### config.mk
export PLATFORM = sky130hd
export DESIGN_NAME = dnf_sequencer
export DESIGN_NICKNAME = d
export VERILOG_FILES = /design/src/hdl/dnf_pkg.sv /design/src/hdl/dnf_sequencer.sv
export SDC_FILE = /design/constraint.sdc
export NUM_CORES = 1
export LEC_CHECK = 0
export BUFFER_PORTS_ARGS = -buffer_cell sky130_fd_sc_hd__buf_2
export CORE_UTILIZATION = 38
export CTS_CLUSTER_DIAMETER = 50
export DETAILED_ROUTE_END_ITERATION = 12
export PLACE_DENSITY_LB_ADDON = 0.25
export SKIP_CTS_REPAIR_TIMING = 1
export SYNTH_ARGS = -nofsm -noshare
export SYNTH_HDL_FRONTEND = slang
export SYNTH_SLANG_ARGS = --single-unit
export TNS_END_PERCENT = 1
### constraint.sdc
create_clock -name aclk -period 7.05 [get_ports aclk]
set_input_delay 1.41 -clock aclk [delete_from_list [all_inputs] [get_ports aclk]]
set_output_delay 1.41 -clock aclk [all_outputs]
set_load 0.01 [all_outputs]
### src/hdl/dnf_pkg.sv
// shared types, constants and the microcode table of the downslope neighbor finder
package dnf_pkg;

    // field widths
    localparam int ROW_W   = 8;
    localparam int COL_W   = 8;
    localparam int ELEV_W  = 32;
    localparam int AIDX_W  = 10;
    localparam int PMASK_W = 4;
    localparam int REQ_W   = 2;
    localparam int STAT_W  = 3;
    localparam int CNT_W   = 3;
    localparam int BOUND_W = 9;

    // store sizes
    localparam int GRID_ROWS  = 256;
    localparam int GRID_COLS  = 256;
    localparam int GRID_DEPTH = GRID_ROWS * GRID_COLS;
    localparam int ACT_DEPTH  = 1024;
    localparam int GRID_AW    = ROW_W + COL_W;

    localparam logic [BOUND_W-1:0] ROW_LIMIT = BOUND_W'(GRID_ROWS);
    localparam logic [BOUND_W-1:0] COL_LIMIT = BOUND_W'(GRID_COLS);

    // request kinds
    localparam logic [REQ_W-1:0] REQ_GRID  = 2'd0;
    localparam logic [REQ_W-1:0] REQ_ENTRY = 2'd1;
    localparam logic [REQ_W-1:0] REQ_QUERY = 2'd2;

    // result status codes
    localparam logic [STAT_W-1:0] STAT_OK    = 3'd0;
    localparam logic [STAT_W-1:0] STAT_SOUTH = 3'd1;
    localparam logic [STAT_W-1:0] STAT_NORTH = 3'd2;
    localparam logic [STAT_W-1:0] STAT_WEST  = 3'd3;
    localparam logic [STAT_W-1:0] STAT_EAST  = 3'd4;

    // configuration register indexes
    localparam logic REG_NUM_ROWS = 1'b0;
    localparam logic REG_NUM_COLS = 1'b1;

    // parent mask bits
    localparam logic [PMASK_W-1:0] BIT_EAST  = 4'(1 << 0);
    localparam logic [PMASK_W-1:0] BIT_SOUTH = 4'(1 << 1);
    localparam logic [PMASK_W-1:0] BIT_WEST  = 4'(1 << 2);
    localparam logic [PMASK_W-1:0] BIT_NORTH = 4'(1 << 3);

    // neighbor visiting order
    localparam logic [1:0] DIR_NORTH = 2'd0;
    localparam logic [1:0] DIR_SOUTH = 2'd1;
    localparam logic [1:0] DIR_WEST  = 2'd2;
    localparam logic [1:0] DIR_EAST  = 2'd3;

    // microcode step addresses
    localparam int STEP_W = 4;
    localparam logic [STEP_W-1:0] STEP_IDLE    = 4'd0;
    localparam logic [STEP_W-1:0] STEP_CHECK   = 4'd1;
    localparam logic [STEP_W-1:0] STEP_LOOK    = 4'd2;
    localparam logic [STEP_W-1:0] STEP_GRID    = 4'd3;
    localparam logic [STEP_W-1:0] STEP_ACT     = 4'd4;
    localparam logic [STEP_W-1:0] STEP_NEXT    = 4'd5;
    localparam logic [STEP_W-1:0] STEP_SUMMARY = 4'd6;
    localparam logic [STEP_W-1:0] STEP_EMIT    = 4'd7;
    localparam logic [STEP_W-1:0] STEP_DONE    = 4'd8;
    localparam logic [STEP_W-1:0] STEP_EMPTY   = 4'd9;
    localparam logic [STEP_W-1:0] STEP_STATUS  = 4'd10;

    // datapath operations
    typedef enum logic [3:0] {
        OP_NONE,
        OP_ACCEPT,
        OP_CHECK,
        OP_READ_GRID,
        OP_HIT_GRID,
        OP_HIT_ACT,
        OP_NEXT,
        OP_EMIT_HIT,
        OP_EMIT_EMPTY,
        OP_EMIT_STATUS
    } dnf_op_t;

    // jump conditions
    typedef enum logic [3:0] {
        C_NEXT,
        C_ALWAYS,
        C_NOT_QUERY,
        C_OFF_GRID,
        C_PARENT,
        C_NOT_ACTIVE,
        C_MORE_K,
        C_NO_HITS,
        C_MORE_HITS
    } dnf_cond_t;

    // one control word
    typedef struct packed {
        dnf_op_t            op;
        dnf_cond_t          cond;
        logic               wait_out;
        logic [STEP_W-1:0]  target;
    } dnf_uword_t;

    // command from sequencer to datapath
    typedef struct packed {
        dnf_op_t op;
        logic    fire;
    } dnf_cmd_t;

    // condition flags from datapath to sequencer
    typedef struct packed {
        logic is_query;
        logic off_grid;
        logic parent;
        logic active;
        logic more_k;
        logic no_hits;
        logic more_hits;
        logic out_busy;
    } dnf_flags_t;

    // microcode rom
    function automatic dnf_uword_t dnf_ucode(input logic [STEP_W-1:0] step);
        dnf_uword_t w;
        unique case (step)
            STEP_IDLE:    w = '{OP_ACCEPT,      C_NOT_QUERY,  1'b0, STEP_IDLE};
            STEP_CHECK:   w = '{OP_CHECK,       C_OFF_GRID,   1'b0, STEP_STATUS};
            STEP_LOOK:    w = '{OP_READ_GRID,   C_PARENT,     1'b0, STEP_NEXT};
            STEP_GRID:    w = '{OP_HIT_GRID,    C_NOT_ACTIVE, 1'b0, STEP_NEXT};
            STEP_ACT:     w = '{OP_HIT_ACT,     C_NEXT,       1'b0, STEP_IDLE};
            STEP_NEXT:    w = '{OP_NEXT,        C_MORE_K,     1'b0, STEP_LOOK};
            STEP_SUMMARY: w = '{OP_NONE,        C_NO_HITS,    1'b0, STEP_EMPTY};
            STEP_EMIT:    w = '{OP_EMIT_HIT,    C_MORE_HITS,  1'b1, STEP_EMIT};
            STEP_DONE:    w = '{OP_NONE,        C_ALWAYS,     1'b0, STEP_IDLE};
            STEP_EMPTY:   w = '{OP_EMIT_EMPTY,  C_ALWAYS,     1'b1, STEP_IDLE};
            STEP_STATUS:  w = '{OP_EMIT_STATUS, C_ALWAYS,     1'b1, STEP_IDLE};
            default:      w = '{OP_NONE,        C_ALWAYS,     1'b0, STEP_IDLE};
        endcase
        return w;
    endfunction

    // parent mask bit of a direction
    function automatic logic [PMASK_W-1:0] dnf_dir_bit(input logic [1:0] dir);
        logic [PMASK_W-1:0] b;
        unique case (dir)
            DIR_NORTH: b = BIT_NORTH;
            DIR_SOUTH: b = BIT_SOUTH;
            DIR_WEST:  b = BIT_WEST;
            default:   b = BIT_EAST;
        endcase
        return b;
    endfunction

endpackage

### src/hdl/dnf_sequencer.sv
// microcode sequencer: step counter, control rom and jump logic
module dnf_sequencer
    import dnf_pkg::*;
(
    input  logic       aclk,
    input  logic       aresetn,
    input  logic       s_tvalid,
    input  dnf_flags_t flags,
    output dnf_cmd_t   cmd,
    output logic       s_tready
);

    logic [STEP_W-1:0] step_reg;
    logic [STEP_W-1:0] step_next;
    dnf_uword_t        uw;
    logic              stall;
    logic              take_jump;

    // fetch the control word
    assign uw = dnf_ucode(step_reg);

    // hold the step while waiting on either channel
    assign stall = ((uw.op == OP_ACCEPT) && !s_tvalid) || (uw.wait_out && flags.out_busy);

    assign cmd.op   = uw.op;
    assign cmd.fire = !stall;
    assign s_tready = (uw.op == OP_ACCEPT);

    // jump condition
    always_comb begin
        case (uw.cond)
            C_NEXT:       take_jump = 1'b0;
            C_ALWAYS:     take_jump = 1'b1;
            C_NOT_QUERY:  take_jump = !flags.is_query;
            C_OFF_GRID:   take_jump = flags.off_grid;
            C_PARENT:     take_jump = flags.parent;
            C_NOT_ACTIVE: take_jump = !flags.active;
            C_MORE_K:     take_jump = flags.more_k;
            C_NO_HITS:    take_jump = flags.no_hits;
            C_MORE_HITS:  take_jump = flags.more_hits;
            default:      take_jump = 1'b0;
        endcase
    end

    // next step address
    always_comb begin
        if (stall) begin
            step_next = step_reg;
        end else if (take_jump) begin
            step_next = uw.target;
        end else begin
            step_next = step_reg + STEP_W'(1);
        end
    end

    // step counter
    always_ff @(posedge aclk) begin
        if (!aresetn) begin
            step_reg <= STEP_IDLE;
        end else begin
            step_reg <= step_next;
        end
    end

endmodule

== Word level (Yosys, flattened, before mapping) ==
Memory sizes are Yosys's and may differ from the RTL's. A register that Yosys moved wholly into a read port is not among the register bits.
Cells that the tools add are included.
Word-level totals
  register bits: 4
  ROM bits: 208
  input bits: 11
  logic and storage cells: 23
  memories kept: 1
Cells by class
  add/subtract/negate cells: 1
  eq/ne operators: 9
  mux-type cells: 4
  reductions and logical operators: 7
Memory list
  (name not given): depth 16, width 13, rd ports 1, clocked after memory_dff 1, wr ports 0, line dnf_pkg.sv:123  | unique case (step)
Operators with widths (count)
  equality test 4 x 3 -> 1 bit (second input constant): 4
  two-way mux 4 bit: 3
  equality test 4 x 1 -> 1 bit (second input constant): 2
  equality test 4 x 2 -> 1 bit (second input constant): 2
  one-hot mux 1 bit (8 select lines): 1
  adder 4 x 1 -> 4 bit (second input constant): 1
  equality test 4 bit (second input constant): 1
  zero test 1 bit: 4
  logical AND 1 bit: 2
  logical OR 1 bit: 1

== Depth between registers and ports, before layout ==
Gate-level depths: netlist of the first run.
  depth after elaboration: 5
  depth in mapped cells: 11

== Worst setup path after synthesis of the first run ==
OpenSTA, ideal clock, no wires.
  path type: input to register
  from: in flags[4] (netlist bit)
  to: reg, netlist name uw[9]
  data arrival time: 3683 ps
  required time: 6928 ps
  setup slack: 3246 ps
  stages: 9
  cell sequence: and3b_1 a2111oi_4 a31o_2 a211oi_1 or2_2 buf_2 ha_1 o32a_1 a221o_1
On the way
  longest elaborated chain between the ends: 5
RTL lines
  start: declaration: line dnf_sequencer.sv:8  | input dnf_flags_t flags,
  zero test 1 bit: line dnf_sequencer.sv:37  | C_NOT_ACTIVE: take_jump = !flags.active;
  one-hot mux 1 bit (8 select lines): line dnf_sequencer.sv:31  | case (uw.cond)
  two-way mux 4 bit: line dnf_sequencer.sv:49  | end else if (take_jump) begin
  two-way mux 4 bit (no line) (2 in a row)
Every way passes these cells.
A chain may end at the register's enable or synchronous reset.

== Final worst setup path of the first run ==
  from: in flags[4] (netlist bit)
  to: reg, netlist name uw[9]
On the way
  longest elaborated chain between the ends: 5
RTL lines (line)
  zero test 1 bit: dnf_sequencer.sv:37
  one-hot mux 1 bit (8 select lines): dnf_sequencer.sv:31
  two-way mux 4 bit: dnf_sequencer.sv:49
  two-way mux 4 bit (no line) (2 in a row)
Every way passes these cells.

==> results of run 1 <==
-- power groups by stage --
stage	combinational, uW	clock (uW)	sequential (uW)
after floorplan	300	0	154
after global placement	360	0	160
after detailed placement	363	0	160
after CTS	366	56.7	158
after global routing	404	61.5	163
final	369	54.6	159
-- how the worst min path moves through the flow --
stage	from	end	slack [ps]	cells past startpoint
after floorplan	uw[1]	uw[11]	610	3
after CTS	uw[1]	uw[11]	720	3
after global routing	uw[1]	uw[11]	770	3
after detailed placement	uw[1]	uw[11]	670	3
final	uw[1]	uw[11]	700	3
after global placement	uw[1]	uw[11]	750	3
-- stage by stage --
stage / cells / hold slack (ps)
after floorplan: 101 / 612
after global placement: 139 / 753
after detailed placement: 139 / 665
after CTS: 143 / 723
after global routing: 143 / 768
final: 143 / 702
-- critical path: cells and delay by family --
kind | cells | cell delay (ps)
buffers and inverters | 2 | 240
and+or+nand+nor | 1 | 190
adders and majority gates | 1 | 370
AOI/OAI and AO/OA | 5 | 1740
muxes | 1 | 90
-- final cells by class --
type	instances	area, um2
fill	220	1240
multi-input combinational	67	552
sequential	17	340
timing repair buffer	16	80.1
inverter	11	43.8
tap	28	35.0
clock buffer	3	22.5
clock inverter	1	7.51
-- metal layers --
| metal | share of wire | global-route usage | vias up | wire [um] |
|---|---|---|---|---|
| li1 | - | - | 408 | - |
| met1 | 0.46 | 0.214 | 409 | 943 |
| met2 | 0.45 | 0.278 | 30 | 932 |
| met3 | 0.071 | 0.0609 | 4 | 145 |
| met4 | 0.016 | 0.0789 | 0 | 33 |
| met5 | 0 | 0 | - | 0 |
-- cells by family after synthesis --
kind of cell,count (synthesis),share of synthesized area
AOI/OAI and AO/OA,31,0.287
adders and majority gates,4,0.0513
buffers and inverters,17,0.0859
DFF,17,0.349
muxes,5,0.0577
and+or+nand+nor,27,0.169
-- placed cells by master (no fill, tap or decap), drive strengths merged, types with 2 or more instances in the layout --
master / n
o21ai: 5
and2: 2
nor2: 5
nor3: 3
o22ai: 2
inv: 11
and3: 4
mux2: 2
nand2: 4
a211oi: 2
clkbuf: 3
nand2b: 2
ha: 4
dfxtp: 17
a221o: 2
mux2i: 3
o32ai: 7
a21oi: 2
buf: 16
or3: 2
-- synthesized netlist by cell type (all sizes together) --
cell type and instances:
dfxtp 17, inv 11, o32ai 7, buf 6
nor2 5, o21ai 5, and3 4, ha 4
nand2 4, mux2i 3, nor3 3, a211oi 2
a21oi 2, a221o 2, and2 2, mux2 2
nand2b 2, o22ai 2, or3 2, a2111oi 1
a211o 1, a2bb2o 1, a311oi 1, a31o 1
a31oi 1, and3b 1, nor2b 1, o2111ai 1
o211ai 1, o221ai 1, o22a 1, o32a 1
or2 1, or2b 1, or4b 1
==> impl_metrics.ini, run 1 <==
[outcome]
status = complete, no violations

[power_and_ir_drop]
ir_drop_mv = 0.238
p_seq_frac = 0.273
p_clk_frac = 0.094
internal_power_uw = 313
fin_total_pwr_uw = 583
combPwrFrac = 0.634
leakage_uw = 0.000482
p_sw_frac = 0.462
power_switching_uw = 269
p_per_area_nw_per_um2 = 539

[critical_path]
critPathMaxStageDelay_ps = 430
rr_worst_depth = 10
cp-start-kind = input port
critPathMaxFanout = 6
endpoint_kind = flop
worstSetupPathType = in -> reg
worst_r2r_startpoint = uw[10]
cp.required_ps = 7250
ff2ff_setup_slack_ps = 3910
r2r_end = uw[9]
crit_end = uw[9]
startpoint = flags[4]
arrival_ps = 4050
critical-path-slowest-cell = a2111oi_4
path_cells = buf_2 > and3b_1 > a2111oi_4 > a31o_2 > mux2i_1 > o21ai_1 > inv_1 > ha_1 > o32a_1 > a221o_1

[route]
finalWirelength_um = 2060
wl_per_cell_um = 14.4
ant_nets = 0
first_pass_iters = 4
drt_iter0_drc = 26
drc = 0
via_per_inst = 5.95
num_vias = 851

[sta]
worst_slew_pin_slew_ps = 733
fin_crit_sh = 0.546
final.setup.tns_ps = 0
worst_slack_ps = 3200
fmax_ghz = 0.260
setup_viol = 0
fin_crit_ps = 3850
rsz0062_at_grt = false
slew_headroom = 0.509
slew_viol_final = 0
skew_ps = 4.06
hold_viol = 0

[yosys]
netlist_area_um2 = 976
synth_area_leaders = dfxtp_1, o32ai_1, ha_1
syn_inst = 101
synth_top_area_frac = 0.349
ys_seq_area_frac = 0.349
synth_seq_cells = 17
yosysWarnings = 0
synth_area_per_cell_um2 = 9.66
synth_nets = 116
yosysTopAreaCell = dfxtp_1
ys_types = 43

[clock_network]
clockBufferDepth = 2
cts_tree = yes
clk_pin_slew_worst_paths_ps = 100
htree_levels = 1
clock-sinks = 17
clock_latency_ps = 300
numCtsBuffers = 3
root_buffer = clkbuf_4

[global_route]
grt_pass1_wl_um = 3470
track_usage = 0.177
grt_pass1_vias = 779
antenna_found_initial = 0
grt_max_degree = 13
grt_overflow = 0

[placement]
gp_congestion = 0.862
place_area_um2 = 1050
hpwl_um = 1550
port_buffers = 16
dp_slack_ps = 2940

[finish]
final_area_um2 = 1080
postLayoutCoreUtil = 0.466
antenna_cells = 0
drive_gt1_frac = 0.287
largest_reg_flops = 13
final_nets = 131
area_growth_pct = 10.8

[floorplan]
fp.dieW_um = 52.7
io_pins = 17
num_rows = 17
die_h_um = 52.7
start_util = 0.421
die-area_um2 = 2770
coreArea_um2 = 2320

[flow_run]
drv_cap = 0

[min_path]
hold_class = reg -> reg
Power figures use the tool's default switching activity.
==> run 2, diff against run 1 <==
--- a/config.mk
+++ b/config.mk
@@ -5,6 +5,7 @@
 export SDC_FILE = /design/constraint.sdc
 export NUM_CORES = 1
 export LEC_CHECK = 0
+export ABC_AREA = 1
 export BUFFER_PORTS_ARGS = -buffer_cell sky130_fd_sc_hd__buf_2
 export CORE_UTILIZATION = 38
 export CTS_CLUSTER_DIAMETER = 50
==> constraint.sdc (replaced) <==
create_clock -name aclk -period 3.6 [get_ports aclk]
set_input_delay 0.72 -clock aclk [delete_from_list [all_inputs] [get_ports aclk]]
set_output_delay 0.72 -clock aclk [all_outputs]
set_load 0.01 [all_outputs]
==> run 2 against run 1 <==
  * Final cell count is 25% higher
  * Non-clock buffer count stayed put
  * Routed wire length fell by 8.3%
  * Sequential power is 92% higher
  * Total power up 80%
  * Largest power group unchanged
  * Via count decreased by 0.35%
  * Core utilization shrank 1.7 points
  * Combinational power up 73%
  * Area after synthesis grew 1.2%
  * Flip-flop and latch count unchanged
==> impl_metrics.ini, run 2 <==
[route]
wl_per_cell_um = 10.5
ant_nets = 0
drt_iter0_drc = 20
num_vias = 848
drc = 0
finalWirelength_um = 1890
via_per_inst = 4.74
first_pass_iters = 4

[finish]
largest_reg_flops = 13
final_nets = 165
antenna_cells = 0
nFillCells = 244
layout_common_cells = nand2_1, inv_1, nand3_1, dfxtp_1, buf_2
final_area_um2 = 1100
drive_gt1_frac = 0.275
layoutNonFillerInstCount = 179
final_common_cell = nand2_1
area_growth_pct = 11.7

[clock_network]
clockBufferDepth = 2
clock-sinks = 17
root_buffer = clkbuf_4
clk_pin_slew_worst_paths_ps = 100
clock_latency_ps = 310
htree_levels = 1
cts_tree = yes
numCtsBuffers = 3

[floorplan]
die_h_um = 53.0
start_util = 0.402
die-area_um2 = 2810
fp.dieW_um = 53.0
coreArea_um2 = 2450
io_pins = 17
num_rows = 18

[critical_path]
ff2ff_setup_slack_ps = 1540
critPathMaxFanout = 7
rr_worst_depth = 14
worst_r2r_startpoint = uw[7]
endpoint_kind = output port
cp-start-kind = input port
r2r_end = uw[9]
arrival_ps = 1390
cp.required_ps = 2880
worstSetupPathType = in -> out

[global_route]
grt_pass1_vias = 787
grt_pass1_wl_um = 3110
track_usage = 0.155
antenna_found_initial = 0
grt_max_degree = 11
grt_overflow = 0

[sta]
slew_viol_final = 0
fin_crit_ps = 2110
slew_headroom = 0.822
fin_crit_sh = 0.587
rsz0062_at_grt = false
fmax_ghz = 0.473
setup_viol = 0
final.setup.tns_ps = 0
skew_ps = 4.69
worst_slew_pin_slew_ps = 267
worst_slack_ps = 1490
holdWs_ps = 604
hold_viol = 0

[placement]
dp_slack_ps = 1200
port_buffers = 16
gp_congestion = 0.917
place_area_um2 = 1070
dp_cells = 175
hpwl_um = 1530

[yosys]
synth_area_per_cell_um2 = 7.42
ys_seq_area_frac = 0.345
synth_area_leaders = dfxtp_1, nand2_1, nand3_1
netlist_area_um2 = 987
ys_types = 22
synth_ff_type = dfxtp_1
yosysTopAreaCell = dfxtp_1
synth_top_area_frac = 0.345
synth_commonest_cells = nand2_1, inv_1, dfxtp_1, nand3_1, nor2_1
yosysWarnings = 0
synth_nets = 148
synthMostInstantiatedCell = nand2_1
async_reset_ff_frac = 0
synth_seq_cells = 17
syn_inst = 133
synth_edf_count = 0

[min_path]
hold_class = reg -> reg
holdPathEnd = step_reg[0]
hp-start = uw[0]
min_path_cells = 4

[power_and_ir_drop]
ir_drop_mv = 0.424
leakage_uw = 0.000604
p_per_area_nw_per_um2 = 952

[outcome]
status = complete, no violations

[flow_run]
drv_cap = 0
==> run 2: cell count changes after synthesis, sizes merged, moves of 3 or more <==
cell	previous run	this run
and3	4	0
inv	11	25
nor2	5	12
mux2i	3	0
nand3	0	22
a21oi	2	8
nand2	4	31
o21ai	5	2
o32ai	7	0
nand4	0	3
==> run 2: area by class of cell <==
| type | instances | area, um2 | share of cell area |
|---|---|---|---|
| clock buffers | 3 | 22.5 | 0.0204 |
| flip-flops and latches | 17 | 340 | 0.309 |
| clock inverters | 1 | 5.00 | 0.00454 |
| well taps | 30 | 37.5 | 0.0341 |
| inverters | 25 | 93.8 | 0.0851 |
| repair buffers | 16 | 80.1 | 0.0726 |
| multi-input cells | 87 | 523 | 0.474 |
==> run 2: worst max-delay path, cell delays in order <==
cell     delay (ps)
buf_2            70
inv_1            40
o21ai_2         250
inv_2           140
buf_2           160
==> run 2: cells by family (layout without fill, tap and decap cells) <==
group,after synthesis,in the layout,share of synthesized area
AND/OR/NAND/NOR,71,71,0.395
buffers and inverters,29,45,0.125
flip-flops,17,17,0.345
AO/OA/AOI/OAI,10,10,0.0659
adder cells (fa/ha/maj),4,4,0.0507
XOR/XNOR,2,2,0.0177
==> run 2: worst max path at each step <==
| stage | startpoint | endpoint | slack, ps | depth (start not counted) |
|---|---|---|---|---|
| finish | flags[0] | cmd[0] | 1490 | 5 |
| global route | uw[10] | uw[9] | 1340 | 14 |
| CTS | flags[0] | cmd[0] | 1480 | 5 |
| detailed placement | flags[7] | uw[9] | 1200 | 15 |
| global placement | flags[1] | uw[9] | 1260 | 14 |
| floorplan | flags[7] | uw[9] | 1450 | 14 |
==> run 2: power breakdown <==
group	internal, uW	switching, uW
clock network	41.6	64.8
registers	263	43.0
logic	224	413
total	528	521
==> run 2: stage by stage <==
step,power [uW],util
2_1_floorplan,828,-
3_3_place_gp,948,0.438
3_5_place_dp,947,0.438
4_1_cts,1050,0.449
5_1_grt,1150,0.449
6_report,1050,0.449
==> run 2: per-layer routing <==
metal,GRT usage,vias to the layer above,share of wire
li1,-,448,-
met1,0.181,369,0.46
met2,0.268,26,0.47
met3,0.0172,5,0.045
met4,0.0921,0,0.029
met5,0,-,0
==> run 3, diff against run 2 <==
==> constraint.sdc (replaced) <==
create_clock -name aclk -period 2.15 [get_ports aclk]
set_input_delay 0.43 -clock aclk [delete_from_list [all_inputs] [get_ports aclk]]
set_output_delay 0.43 -clock aclk [all_outputs]
set_load 0.01 [all_outputs]
==> run 3 against run 2 <==
  * Clock power up 58%
  * Critical path depth is 9 higher
  * Critical endpoint is now uw[9]
  * Worst setup slack lost 1300 ps
  * Largest cell class unchanged
  * Sequential power rose by 69%
  * Count of clock-buffer cells in the layout unchanged
==> impl_metrics.ini, run 3 (same netlist as run 2, synthesis figures left out) <==
[finish]
final_nets = 168
antenna_cells = 0
final_common_cell = nand2_1
drive_gt1_frac = 0.322
largest_reg_flops = 13
postLayoutCoreUtil = 0.463
layoutNonFillerInstCount = 182
layout_common_cells = nand2_1, inv_1, nand3_1
nFillCells = 260
area_growth_pct = 15.2

[clock_network]
htree_levels = 1
clk_pin_slew_worst_paths_ps = 90
clock_latency_ps = 290
cts_tree = yes
clockBufferDepth = 2
numCtsBuffers = 3
root_buffer = clkbuf_4
clock-sinks = 17

[critical_path]
critPathTopFamily = simple AND/OR/NAND/NOR gates
path_cells = inv_1 > nor2_4 > nand3_1 > nand2_2 > nor2_4 > nand2_4 > nand2_1 > nand3_1 > nand2_2 > ha_1 > inv_1 > nand4_1 > nand3_1 > nand2_1
critPathMaxFanout = 6
cp-start-kind = flop
critical-path-slowest-cell = dfxtp_2
critPathMostFrequentCell = nand3_1
endpoint_kind = flop
worstSetupPathType = reg -> reg
cp.required_ps = 2350
critPathMaxStageDelay_ps = 350
critPathBufInv = 2
arrival_ps = 2130

[placement]
dp_cells = 178
hpwl_um = 1600
port_buffers = 16
gp_congestion = 0.845

[sta]
fin_crit_sh = 0.900
fmax_ghz = 0.517
setup_viol = 0
final.setup.tns_ps = 0
skew_ps = 1.03
slew_headroom = 0.817
fin_crit_ps = 1940
hold_viol = 0
slew_viol_final = 0
rsz0062_at_grt = false
worst_slew_pin_slew_ps = 273

[route]
wl_per_cell_um = 10.5
drt_iter0_drc = 14
via_per_inst = 4.64
ant_nets = 0
num_vias = 845
finalWirelength_um = 1910
first_pass_iters = 6
drc = 0

[floorplan]
die-area_um2 = 2810
start_util = 0.402
die_h_um = 53.0
io_pins = 17
fp.dieW_um = 53.0
coreArea_um2 = 2450
num_rows = 18

[global_route]
grt_overflow = 0
grt_pass1_wl_um = 3150
antenna_found_initial = 0
grt_max_degree = 11
grt_pass1_vias = 766
track_usage = 0.155

[outcome]
status = complete, no violations

[power_and_ir_drop]
leakage_uw = 0.000621
p_per_area_nw_per_um2 = 1600
ir_drop_mv = 0.849

[min_path]
hold_class = in -> reg

[flow_run]
drv_cap = 0
==> run 3: routing by layer <==
metal  track usage  vias up  part of all wire
met3        0.0172        5             0.029
met1         0.200      371              0.49
li1              -      454                 -
met2         0.251       15              0.46
met4        0.0789        0             0.019
met5             0        -                 0
==> run 3: per-stage QoR <==
| step | total power [uW] | cell area (um2) | setup slack, ps | hold WS, ps |
|---|---|---|---|---|
| 2_1_floorplan | 1390 | 987 | 286 | 540 |
| 3_3_place_gp | 1640 | 1100 | 168 | 615 |
| 3_5_place_dp | 1650 | 1100 | 136 | 616 |
| 4_1_cts | 1820 | 1120 | 152 | 465 |
| 5_1_grt | 2010 | 1140 | 9.32 | 473 |
| 6_report | 1820 | 1140 | 214 | 470 |
==> run 3: path summary, 6_finish.rpt <==
check,from,end,slack (ps),cells past startpoint
worst max-delay path,uw[7],uw[9],210,14
worst min-delay path,aresetn,uw[2],470,3
worst max register to register,uw[7],uw[9],210,14
worst min register to register,step_reg[3],step_reg[3],640,2
==> run 3: layout make-up <==
cell class / instances / area, um2 / share of cell area
clock buffers: 3 / 22.5 / 0.0198
flip-flops and latches: 17 / 345 / 0.304
clock inverters: 1 / 5.00 / 0.00440
multi-input cells: 87 / 531 / 0.466
inverters: 25 / 93.8 / 0.0825
repair buffers: 19 / 103 / 0.0902
well taps: 30 / 37.5 / 0.0330
==> run 3: power by group <==
| part | leakage [uW] | switching [uW] | internal, uW |
|---|---|---|---|
| clock | 0.0000177 | 98.7 | 69.3 |
| combinational | 0.000462 | 708 | 429 |
| sequential | 0.000141 | 71.4 | 445 |
| total | 0.000621 | 878 | 943 |
==> run 3: worst reg2reg max path, stage by stage, from the launching register on <==
cell,delay [ps]
dfxtp_2,350
inv_1,90
nor2_4,50
nand3_1,90
nand2_2,70
nor2_4,190
nand2_4,100
nand2_1,70
nand3_1,70
nand2_2,140
ha_1,250
inv_1,80
nand4_1,140
nand3_1,120
nand2_1,50
